--- src/design/elf_pkg.sv ---
// Package for the escaped length framer: beat types, frame byte codes,
// controller state and command/status structs. No dependencies.
package elf_pkg;

    localparam int MAX_BYTES_DEFAULT = 16;
    localparam int FILL_W = 5;
    localparam int SLEN_W = 6;

    localparam logic [7:0] SOF_BYTE = 8'h7E;
    localparam logic [7:0] EOF_BYTE = 8'h7F;
    localparam logic [7:0] ESC_BYTE = 8'h7D;

    typedef struct packed {
        logic [7:0] byte_value;
        logic       first_of_frame;
        logic       last_of_frame;
    } in_beat_t;

    typedef struct packed {
        logic [7:0] out_byte;
        logic       frame_done;
        logic       overflow;
    } out_beat_t;

    typedef enum logic [2:0] {
        ST_IDLE,
        ST_SOF,
        ST_LEN,
        ST_FETCH,
        ST_LOAD,
        ST_ESC,
        ST_DATA,
        ST_EOF
    } state_t;

    typedef enum logic [2:0] {
        SEL_SOF,
        SEL_LEN,
        SEL_ESC,
        SEL_DATA,
        SEL_EOF
    } emit_sel_t;

    typedef struct packed {
        logic      store;
        logic      rd;
        logic      load;
        logic      emit;
        emit_sel_t sel;
        logic      clear;
    } ctrl_cmd_t;

    typedef struct packed {
        logic out_free;
        logic idx_done;
        logic rd_esc;
    } dp_status_t;

    function automatic logic needs_escape(input logic [7:0] b);
        return (b == SOF_BYTE) || (b == EOF_BYTE) || (b == ESC_BYTE);
    endfunction

endpackage

--- src/design/elf_ram.sv ---
// Generic single-write, single-read RAM with registered read data.
// No dependencies.
module elf_ram #(
    parameter int WIDTH = 8,
    parameter int DEPTH = 16,
    localparam int AW = (DEPTH > 1) ? $clog2(DEPTH) : 1
) (
    input  logic             aclk,
    input  logic             we,
    input  logic [AW-1:0]    waddr,
    input  logic [WIDTH-1:0] wdata,
    input  logic             re,
    input  logic [AW-1:0]    raddr,
    output logic [WIDTH-1:0] rdata
);

    logic [WIDTH-1:0] mem [DEPTH];
    logic [WIDTH-1:0] rdata_reg;

    always_ff @(posedge aclk) begin
        if (we) begin
            mem[waddr] <= wdata;
        end
        if (re) begin
            rdata_reg <= mem[raddr];
        end
    end

    assign rdata = rdata_reg;

endmodule

--- src/design/elf_ctrl.sv ---
// Controller state machine of the escaped length framer.
// Depends on elf_pkg; drives commands to elf_dp and reads its status.
module elf_ctrl
    import elf_pkg::*;
(
    input  logic       aclk,
    input  logic       aresetn,
    input  logic       s_valid,
    input  logic       s_last,
    output logic       s_ready,
    input  dp_status_t sts,
    output ctrl_cmd_t  cmd
);

    state_t state_reg, state_next;

    always_ff @(posedge aclk) begin
        if (!aresetn) begin
            state_reg <= ST_IDLE;
        end else begin
            state_reg <= state_next;
        end
    end

    always_comb begin
        state_next = state_reg;
        unique case (state_reg)
            ST_IDLE: begin
                if (s_valid && s_last) state_next = ST_SOF;
            end
            ST_SOF: begin
                if (sts.out_free) state_next = ST_LEN;
            end
            ST_LEN: begin
                if (sts.out_free) state_next = sts.idx_done ? ST_EOF : ST_FETCH;
            end
            ST_FETCH: begin
                state_next = ST_LOAD;
            end
            ST_LOAD: begin
                state_next = sts.rd_esc ? ST_ESC : ST_DATA;
            end
            ST_ESC: begin
                if (sts.out_free) state_next = ST_DATA;
            end
            ST_DATA: begin
                if (sts.out_free) state_next = sts.idx_done ? ST_EOF : ST_FETCH;
            end
            ST_EOF: begin
                if (sts.out_free) state_next = ST_IDLE;
            end
            default: state_next = ST_IDLE;
        endcase
    end

    always_comb begin
        cmd     = '0;
        cmd.sel = SEL_SOF;
        s_ready = 1'b0;
        unique case (state_reg)
            ST_IDLE: begin
                s_ready   = 1'b1;
                cmd.store = s_valid;
            end
            ST_SOF: begin
                cmd.emit = sts.out_free;
                cmd.sel  = SEL_SOF;
            end
            ST_LEN: begin
                cmd.emit = sts.out_free;
                cmd.sel  = SEL_LEN;
            end
            ST_FETCH: begin
                cmd.rd = 1'b1;
            end
            ST_LOAD: begin
                cmd.load = 1'b1;
            end
            ST_ESC: begin
                cmd.emit = sts.out_free;
                cmd.sel  = SEL_ESC;
            end
            ST_DATA: begin
                cmd.emit = sts.out_free;
                cmd.sel  = SEL_DATA;
            end
            ST_EOF: begin
                cmd.emit  = sts.out_free;
                cmd.sel   = SEL_EOF;
                cmd.clear = sts.out_free;
            end
            default: begin
                cmd = '0;
            end
        endcase
    end

    assert property (@(posedge aclk) disable iff (!aresetn)
        cmd.store |-> state_reg == ST_IDLE)
        else $error("store outside idle");

    assert property (@(posedge aclk) disable iff (!aresetn)
        cmd.emit |-> sts.out_free)
        else $error("emit while output register is held");

    assert property (@(posedge aclk) disable iff (!aresetn)
        (state_reg == ST_FETCH) |=> state_reg == ST_LOAD)
        else $error("fetch not followed by load");

endmodule

--- src/design/elf_dp.sv ---
// Datapath of the escaped length framer: counters, message store,
// byte select and output register. Depends on elf_pkg and elf_ram.
module elf_dp
    import elf_pkg::*;
#(
    parameter int MAX_BYTES = MAX_BYTES_DEFAULT
) (
    input  logic       aclk,
    input  logic       aresetn,
    input  in_beat_t   s_data,
    input  ctrl_cmd_t  cmd,
    output dp_status_t sts,
    output logic       m_valid,
    input  logic       m_ready,
    output out_beat_t  m_data
);

    localparam int AW = (MAX_BYTES > 1) ? $clog2(MAX_BYTES) : 1;
    localparam logic [FILL_W-1:0] FILL_MAX = FILL_W'(MAX_BYTES);

    logic [FILL_W-1:0] fill_reg, fill_next;
    logic [SLEN_W-1:0] slen_reg, slen_next;
    logic              drop_reg, drop_next;
    logic [FILL_W-1:0] idx_reg, idx_next;
    logic [7:0]        byte_reg;
    logic              m_valid_reg, m_valid_next;
    out_beat_t         m_data_reg, m_data_next;

    logic [FILL_W-1:0] fill_base;
    logic [SLEN_W-1:0] slen_base;
    logic              drop_base;
    logic              wr_en;
    logic [7:0]        rd_data;
    logic              out_free;
    logic [7:0]        emit_byte;

    elf_ram #(
        .WIDTH(8),
        .DEPTH(MAX_BYTES)
    ) u_store (
        .aclk (aclk),
        .we   (wr_en),
        .waddr(fill_base[AW-1:0]),
        .wdata(s_data.byte_value),
        .re   (cmd.rd),
        .raddr(idx_reg[AW-1:0]),
        .rdata(rd_data)
    );

    assign out_free = !m_valid_reg || m_ready;

    always_comb begin
        fill_base = s_data.first_of_frame ? '0 : fill_reg;
        slen_base = s_data.first_of_frame ? '0 : slen_reg;
        drop_base = s_data.first_of_frame ? 1'b0 : drop_reg;
        wr_en     = cmd.store && (fill_base < FILL_MAX);
        fill_next = fill_reg;
        slen_next = slen_reg;
        drop_next = drop_reg;
        idx_next  = idx_reg;
        if (cmd.store) begin
            idx_next = '0;
            if (fill_base < FILL_MAX) begin
                fill_next = fill_base + FILL_W'(1);
                slen_next = slen_base
                    + (needs_escape(s_data.byte_value) ? SLEN_W'(2) : SLEN_W'(1));
                drop_next = drop_base;
            end else begin
                fill_next = fill_base;
                slen_next = slen_base;
                drop_next = 1'b1;
            end
        end
        if (cmd.load) begin
            idx_next = idx_reg + FILL_W'(1);
        end
        if (cmd.clear) begin
            fill_next = '0;
            slen_next = '0;
            drop_next = 1'b0;
            idx_next  = '0;
        end
    end

    always_comb begin
        unique case (cmd.sel)
            SEL_SOF:  emit_byte = SOF_BYTE;
            SEL_LEN:  emit_byte = 8'(slen_reg) + 8'd1;
            SEL_ESC:  emit_byte = ESC_BYTE;
            SEL_DATA: emit_byte = byte_reg;
            SEL_EOF:  emit_byte = EOF_BYTE;
            default:  emit_byte = EOF_BYTE;
        endcase
    end

    always_comb begin
        m_valid_next = m_valid_reg;
        m_data_next  = m_data_reg;
        if (cmd.emit) begin
            m_valid_next           = 1'b1;
            m_data_next.out_byte   = emit_byte;
            m_data_next.frame_done = (cmd.sel == SEL_EOF);
            m_data_next.overflow   = drop_reg;
        end else if (m_ready) begin
            m_valid_next = 1'b0;
        end
    end

    always_ff @(posedge aclk) begin
        if (!aresetn) begin
            fill_reg    <= '0;
            slen_reg    <= '0;
            drop_reg    <= 1'b0;
            idx_reg     <= '0;
            m_valid_reg <= 1'b0;
        end else begin
            fill_reg    <= fill_next;
            slen_reg    <= slen_next;
            drop_reg    <= drop_next;
            idx_reg     <= idx_next;
            m_valid_reg <= m_valid_next;
        end
    end

    always_ff @(posedge aclk) begin
        m_data_reg <= m_data_next;
        if (cmd.load) begin
            byte_reg <= rd_data;
        end
    end

    assign sts.out_free = out_free;
    assign sts.idx_done = (idx_reg == fill_reg);
    assign sts.rd_esc   = needs_escape(rd_data);
    assign m_valid      = m_valid_reg;
    assign m_data       = m_data_reg;

    assert property (@(posedge aclk) disable iff (!aresetn)
        fill_reg <= FILL_MAX && idx_reg <= fill_reg)
        else $error("fill count or read index out of range");

    assert property (@(posedge aclk) disable iff (!aresetn)
        SLEN_W'(fill_reg) <= slen_reg
        && {1'b0, slen_reg} <= {1'b0, fill_reg, 1'b0})
        else $error("stuffed length disagrees with fill count");

    assert property (@(posedge aclk) disable iff (!aresetn)
        m_valid_reg && m_data_reg.frame_done |-> m_data_reg.out_byte == EOF_BYTE)
        else $error("frame done on a byte other than the end byte");

endmodule

--- src/design/escaped_length_framer.sv ---
// Escaped length framer, top level: byte-stuffing framer with a length byte.
// Depends on elf_pkg, elf_ctrl, elf_dp (and elf_ram inside elf_dp).
//
// Input channel s_*: one message byte per beat (type byte first, marked by
// first_of_frame; the final byte marked by last_of_frame). Bytes without
// last_of_frame are taken one per cycle while idle. Up to MAX_BYTES bytes are
// stored; later bytes are dropped and flag the frame as overflow.
// Output channel m_*: on the final byte the frame is sent one byte per beat:
// 0x7E, length (stuffed bytes plus end byte), stored bytes with 0x7D in front
// of any 0x7E/0x7F/0x7D, then 0x7F with frame_done set.
// The start byte follows the final input beat via the ST_SOF state and the
// output register. Each stored byte takes a store read, a load, an escape
// byte if it needs one, and its send, paced by the single read port of the
// message store. s_ready is low while a frame is being sent.
// Reset (aresetn low, synchronous) clears counters, flags and m_valid; the
// output data and the message store are not cleared and need no clearing.
// A stall on m_ready holds the current beat and pauses the frame sequence.
module escaped_length_framer
    import elf_pkg::*;
#(
    parameter int MAX_BYTES = MAX_BYTES_DEFAULT
) (
    input  logic      aclk,
    input  logic      aresetn,
    input  logic      s_valid,
    output logic      s_ready,
    input  in_beat_t  s_data,
    output logic      m_valid,
    input  logic      m_ready,
    output out_beat_t m_data
);

    ctrl_cmd_t  cmd;
    dp_status_t sts;

    elf_ctrl u_ctrl (
        .aclk   (aclk),
        .aresetn(aresetn),
        .s_valid(s_valid),
        .s_last (s_data.last_of_frame),
        .s_ready(s_ready),
        .sts    (sts),
        .cmd    (cmd)
    );

    elf_dp #(
        .MAX_BYTES(MAX_BYTES)
    ) u_dp (
        .aclk   (aclk),
        .aresetn(aresetn),
        .s_data (s_data),
        .cmd    (cmd),
        .sts    (sts),
        .m_valid(m_valid),
        .m_ready(m_ready),
        .m_data (m_data)
    );

endmodule

--- config.mk ---
export PLATFORM = sky130hd
export DESIGN_NAME = escaped_length_framer
export DESIGN_NICKNAME = d
export VERILOG_FILES = /design/src/design/elf_pkg.sv /design/src/design/elf_ram.sv /design/src/design/elf_ctrl.sv /design/src/design/elf_dp.sv /design/src/design/escaped_length_framer.sv
export SDC_FILE = /design/constraint.sdc
export NUM_CORES = 1
export LEC_CHECK = 0
export BUFFER_PORTS_ARGS = -buffer_cell sky130_fd_sc_hd__buf_2
export CORE_ASPECT_RATIO = 0.8
export CORE_MARGIN = 2
export CORE_UTILIZATION = 40
export CTS_BUF_LIST = sky130_fd_sc_hd__clkbuf_4
export CTS_CLUSTER_SIZE = 30
export DETAILED_ROUTE_END_ITERATION = 12
export GPL_ROUTABILITY_DRIVEN = 0
export GPL_TIMING_DRIVEN = 0
export PLACE_DENSITY = 0.62
export SYNTH_ARGS = -nofsm -noshare
export SYNTH_HDL_FRONTEND = slang
export SYNTH_SLANG_ARGS = --single-unit
--- constraint.sdc ---
create_clock -name aclk -period 2.7 [get_ports aclk]
set_input_delay 0.27 -clock aclk [delete_from_list [all_inputs] [get_ports aclk]]
set_output_delay 0.27 -clock aclk [all_outputs]
set_load 0.005 [all_outputs]
==> results of run 1 <==
-- final timing paths --
check / cells after the start / to / from
worst max-delay path: 5 / u_dp.u_store.mem[13][7] / u_ctrl.state_reg[2]
worst min register to register: 0 / u_dp.m_data[0] / u_dp.drop_reg
worst max register to register: 5 / u_dp.u_store.mem[13][7] / u_ctrl.state_reg[2]
worst min-delay path: 1 / u_dp.u_store.mem[7][7] / s_data[9]
-- per-layer routing --
metal,up-vias,share of wire [%]
met5,-,0
met4,0,0.97
met3,11,7.5
met2,106,48
met1,1960,44
li1,1803,-
-- synth_stat cells (all sizes together) (4+ instances only) --
master and count:
nand4b 4, mux2i 5, nand2b 4, ha 8, nor3 5, inv 6
clkbuf 9, nand3 5, nor2 35, o21ai 11, buf 13, mux4 32
xnor2 8, nor2b 7, nand3b 4, a21oi 15, edfxtp 154, dfxtp 21
nand2 29, a22oi 18
-- timing repair --
action,CTS,global route
resized for setup,0,2
endpoints found under the setup margin,0,32
endpoints found under the hold margin,4,0
hold buffers,3,0
-- per-stage QoR --
step | TNS, ns | worst slack [ns] | area, um2 | instances | total power [mW]
finish | 0 | 0.05611 | 7863 | 718 | 5.885
global route | -0.7844 | -0.05104 | 7863 | 718 | 6.168
CTS | 0 | 0.04283 | 7853 | 718 | 5.926
detailed placement | 0 | 0.08349 | 7532 | 683 | 4.482
global placement | 0 | 0.1236 | 7532 | 683 | 4.452
floorplan | 0 | 0.6315 | 7126 | 433 | 4.112
-- cell type report --
cell class | instances | area, um2 | share of cell area, %
Buffer | 22 | 95.09 | 1.209
Clock buffer | 17 | 127.6 | 1.623
Clock inverter | 15 | 162.7 | 2.069
Inverter | 7 | 26.28 | 0.3342
Multi-Input combinational cell | 229 | 1969 | 25.05
Sequential cell | 175 | 5045 | 64.16
Tap cell | 225 | 281.5 | 3.581
Timing Repair Buffer | 28 | 155.1 | 1.973
-- cells by family after synthesis --
kind of cell	synth area share (%)
AOI/OAI and AO/OA	5.601
xor gates and xnor gates	1.229
adders and majority gates	1.686
buffers and inverters	1.703
DFF	70.80
muxes	10.82
and+or+nand+nor	8.165
-- worst reg2reg max path: stages (launching register included) --
cell,delay (ns)
dfxtp_1,0.39
nor4b_4,0.57
and2_1,0.20
buf_2,0.21
nand2_1,0.20
nor2_1,0.70
-- power groups by stage --
stage / Sequential [mW] / Combinational [mW] / Clock (mW)
finish: 3.29 / 1.12 / 1.47
global route: 3.32 / 1.24 / 1.61
CTS: 3.30 / 1.13 / 1.50
detailed placement: 3.36 / 1.12 / 0
global placement: 3.35 / 1.10 / 0
floorplan: 3.35 / 0.764 / 0
==> impl_metrics.yaml, run 1 <==
global_route:
  grtUsageTotal_pct: 15.76
  grt_pass1_wl_um: 22120
  grt_pass1_vias: 3861
  use_met3_pct: 3.540
  gr-usage-met1_pct: 21.51
  grt.overflow.total: 0
  grt_busiest_layer: "met2"
  antenna_found_initial: 0
  grt_max_degree: 20
  use_met2_pct: 25.92
route:
  viasPerCell: 5.404
  wl_per_cell_um: 19.73
  drc: 0
  drt-initial-drc-count: 304
  ant_nets: 0
  routed_wl_um: 14160
  via_count: 3880
  drt-pass1-iter-count: 4
floorplan:
  core_mm2: 0.01738
  die_x_um: 153.2
  pin_count: 26
  die_area_mm2: 0.01890
  start_util_pct: 41.00
  num_rows: 43
  die_y_um: 123.4
finish:
  final_common_cell: "edfxtp_1"
  drive_above_1_share_pct: 21.10
  fin_util_pct: 45.24
  layout-area-overhead-vs-synth_pct: 10.34
  fillers: 1528
  nets: 503
  largest_reg_flops: 128
  insertedDiodeCount: 0
  final_cell_mix: "edfxtp_1 (154), buf_2 (35), nor2_1 (33)"
clocking:
  htree_num_levels: 4
  root_buffer: "clkbuf_4"
  clk_path_buf_depth: 2
  clock-sinks: 175
  clock_latency_ns: 0.56
  post-cts-setup-buffers: 0
  cts_tree: "yes"
  path_clk_slew_ns: 0.17
  cts_buffers: 17
sta:
  fmax_ghz: 0.3782
  fin_crit_sh_pct: 97.92
  finClkSkew_ns: 0.02258
  hold_slack_ns: 0.08667
  setup_violations: 0
  hold_viol_final: 0
  period_needed_ns: 2.644
  finalMaxSlewViolations: 0
  relSlewSlack_pct: 42.42
  rsz0062_at_grt: "yes"
  tightestPinTransition_ns: 0.8606
worst_setup_path:
  cp-start-kind: "flop"
  slowest_delay_ns: 0.70
  slowest_stage: "nor2_1"
  rrSetupSlack_ns: 0.06
  critPathMaxFanout: 8
  cp.required_ns: 2.89
  cp_cell_sequence: "nor4b_4 > and2_1 > buf_2 > nand2_1 > nor2_1"
  crit_family: "simple AND/OR/NAND/NOR gates"
  path_class: "flop to flop"
  end_kind: "flop"
  path_buf_inv: 1
  critPathArrivalTime_ns: 2.83
pwr:
  power_frac_clock_pct: 24.9
  p_switching_mw: 1.770
  p_seq_share_pct: 56.0
  p_int_mw: 4.116
  p_leak_nw: 2.527
  switching_share_pct: 30.07
  pwr-share-comb_pct: 19.1
  irDropWorstVdd_uv: 305.3
  power-per-cell-area_mw_per_mm2: 748.5
yosys:
  synth_top_area_cell: "edfxtp_1"
  syn_area_mm2: 0.007126
  avgSynthCellArea_um2: 16.46
  yosys_warnings: 0
  synth_seq_area_share_pct: 70.80
  synth_async_sr_flop_share_pct: 0
  syn_inst: 433
  syn_nets: 456
  ys_types: 47
  ys_ff_latch: 175
  synth_top_area_share_pct: 64.90
  synth_edf_count: 154
  synth_flop_cell: "edfxtp_1"
  yosys-top-cells-area: "edfxtp_1 (65%), mux4_2 (10%), dfxtp_1 (5.9%), a22oi_1 (1.9%), nor2_1 (1.8%)"
min_path:
  hold_path_class: "input pin to flop"
placed_design:
  dpl.hpwl_um: 9557
  portBuffers: 25
status:
  outcome: "completed"
flow_run:
  drv_cap: 0
Note: power is estimated with default switching activity, not from simulation.
==> run 2: changes to the inputs <==
- HOLD_SLACK_MARGIN: unset -> 0.12
- REMOVE_ABC_BUFFERS: unset -> 1
- SLEW_MARGIN: unset -> 20
==> run 2 against run 1 <==
Net effect:
- cell area up 0.60%
- wire length is 3.9% lower
- first-iteration DRC count increased by 12%
- largest cell class unchanged
- highest routed layer unchanged
==> impl_metrics.yaml, run 2 (same netlist as run 1, synthesis figures left out) <==
status:
  outcome: "completed"
pwr:
  irDropWorstVdd_uv: 413.3
  p_leak_nw: 2.510
  power-per-cell-area_mw_per_mm2: 732.9
route:
  ant_nets: 0
  routed_wl_um: 13610
  drt-initial-drc-count: 339
  via_count: 3806
  drt-pass1-iter-count: 5
  drc: 0
  wl_per_cell_um: 19.25
  viasPerCell: 5.383
finish:
  fin_cells: 707
  final_common_cell: "edfxtp_1"
  regArea_mm2: 0.005050
  largest_reg_flops: 128
  multiInputGateArea_mm2: 0.001994
  drive_above_1_share_pct: 22.61
  insertedDiodeCount: 0
  nets: 492
  final_cell_mix: "edfxtp_1 (154), mux4_2 (32), nand2_1 (29)"
  fillers: 1534
  layout-area-overhead-vs-synth_pct: 11.01
sta:
  fin_ws_ns: 0.1499
  rsz0062_at_grt: "no"
  fmax_ghz: 0.3921
  hold_viol_final: 0
  setup_violations: 0
  relSlewSlack_pct: 39.57
  period_needed_ns: 2.550
  finClkSkew_ns: 0.03030
  fin_crit_sh_pct: 94.45
  finalMaxSlewViolations: 0
  tightestPinTransition_ns: 0.9031
  hold_slack_ns: 0.1789
worst_setup_path:
  path_class: "input pin to flop"
  cp.required_ns: 3.20
  cp-start-kind: "input pin"
  critPathMaxFanout: 17
  reg2reg_depth: 4
  critPathArrivalTime_ns: 3.05
  end_kind: "flop"
floorplan:
  die_y_um: 123.4
  core_mm2: 0.01738
  die_area_mm2: 0.01890
  start_util_pct: 41.00
  die_x_um: 153.2
  pin_count: 26
  num_rows: 43
clocking:
  clock-sinks: 175
  cts_buffers: 17
  clock_latency_ns: 0.58
  htree_num_levels: 4
  cts_tree: "yes"
  path_clk_slew_ns: 0.15
  clk_path_buf_depth: 2
  root_buffer: "clkbuf_4"
global_route:
  antenna_found_initial: 0
  grt_pass1_vias: 3814
  grt_max_degree: 35
  grt_pass1_wl_um: 21160
  grtUsageTotal_pct: 15.17
  grt.overflow.total: 0
placed_design:
  place_ws_ns: -0.3394
  dp_cells: 663
  dpl.hpwl_um: 8607
  portBuffers: 25
flow_run:
  drv_cap: 0
min_path:
  hold_path_class: "input pin to flop"
  holdPathStages: 4
run 2: cell count changes in the layout (fill, tap and decap cells not counted), moves of 3 or more:
cell / before / now
nor2_2: 2 / 12
buf_1: 3 / 0
dlygate4sd3_1: 3 / 11
clkbuf_1: 9 / 0
buf_2: 35 / 25
nor2_1: 33 / 23
run 2: worst max-delay path, cell delays in order:
cell           delay (ns)
dlygate4sd3_1        0.52
buf_2                0.27
and4b_1              0.28
o2111a_1             0.35
inv_1                0.08
ha_1                 0.23
fa_1                 0.42
and4b_1              0.25
o21ai_0              0.17
nand2_1              0.07
a21oi_1              0.12
run 2: report_power, final:
| group | internal [mW] | leakage (nW) | switching, mW |
|---|---|---|---|
| registers | 3.21 | 1.56 | 0.138 |
| clock network | 0.411 | 0.142 | 0.972 |
| logic | 0.487 | 0.811 | 0.583 |
run 2: what timing repair did:
action	CTS	global route
buffers inserted	1	0
hold buffers	11	0
resized for setup	13	0
endpoints found under the hold margin	132	0
endpoints found under the setup margin	138	0
run 2: path summary, 6_finish.rpt:
check                                              end  slack [ns]                  start
worst min register to register        u_dp.byte_reg[5]        0.46  u_dp.u_store.rdata[5]
worst min-delay path                  u_dp.fill_reg[3]        0.18              s_data[1]
worst max-delay path                  u_dp.slen_reg[4]        0.15              s_data[4]
worst max register to register  u_dp.u_store.mem[6][0]        0.21    u_ctrl.state_reg[1]
run 2: per-layer routing:
metal  vias up  part of all wire, %  GRT usage [%]
li1       1775                    -              -
met3        11                  4.8          3.750
met2        90                   48          24.92
met4         0                  1.1          5.671
met5         -                    0              0
met1      1930                   46          19.81
run 2: metrics by stage:
step | area (um2) | power (mW) | util, % | TNS (ns)
floorplan | 7030 | 4.077 | - | 0
global placement | 7437 | 4.401 | 42.80 | -40.44
detailed placement | 7497 | 4.452 | 43.14 | -30.71
CTS | 7910 | 5.841 | 45.52 | 0
global route | 7910 | 6.067 | 45.52 | 0
finish | 7910 | 5.797 | 45.52 | 0
run 2: area by class of cell:
class                      instances  share of cell area [%]
sequential                       175                   63.84
multi-input combinational        229                   25.21
timing repair buffer              39                   3.765
tap                              225                   3.559
clock buffer                      18                   1.708
clock inverter                    14                   1.582
inverter                           7                  0.3322
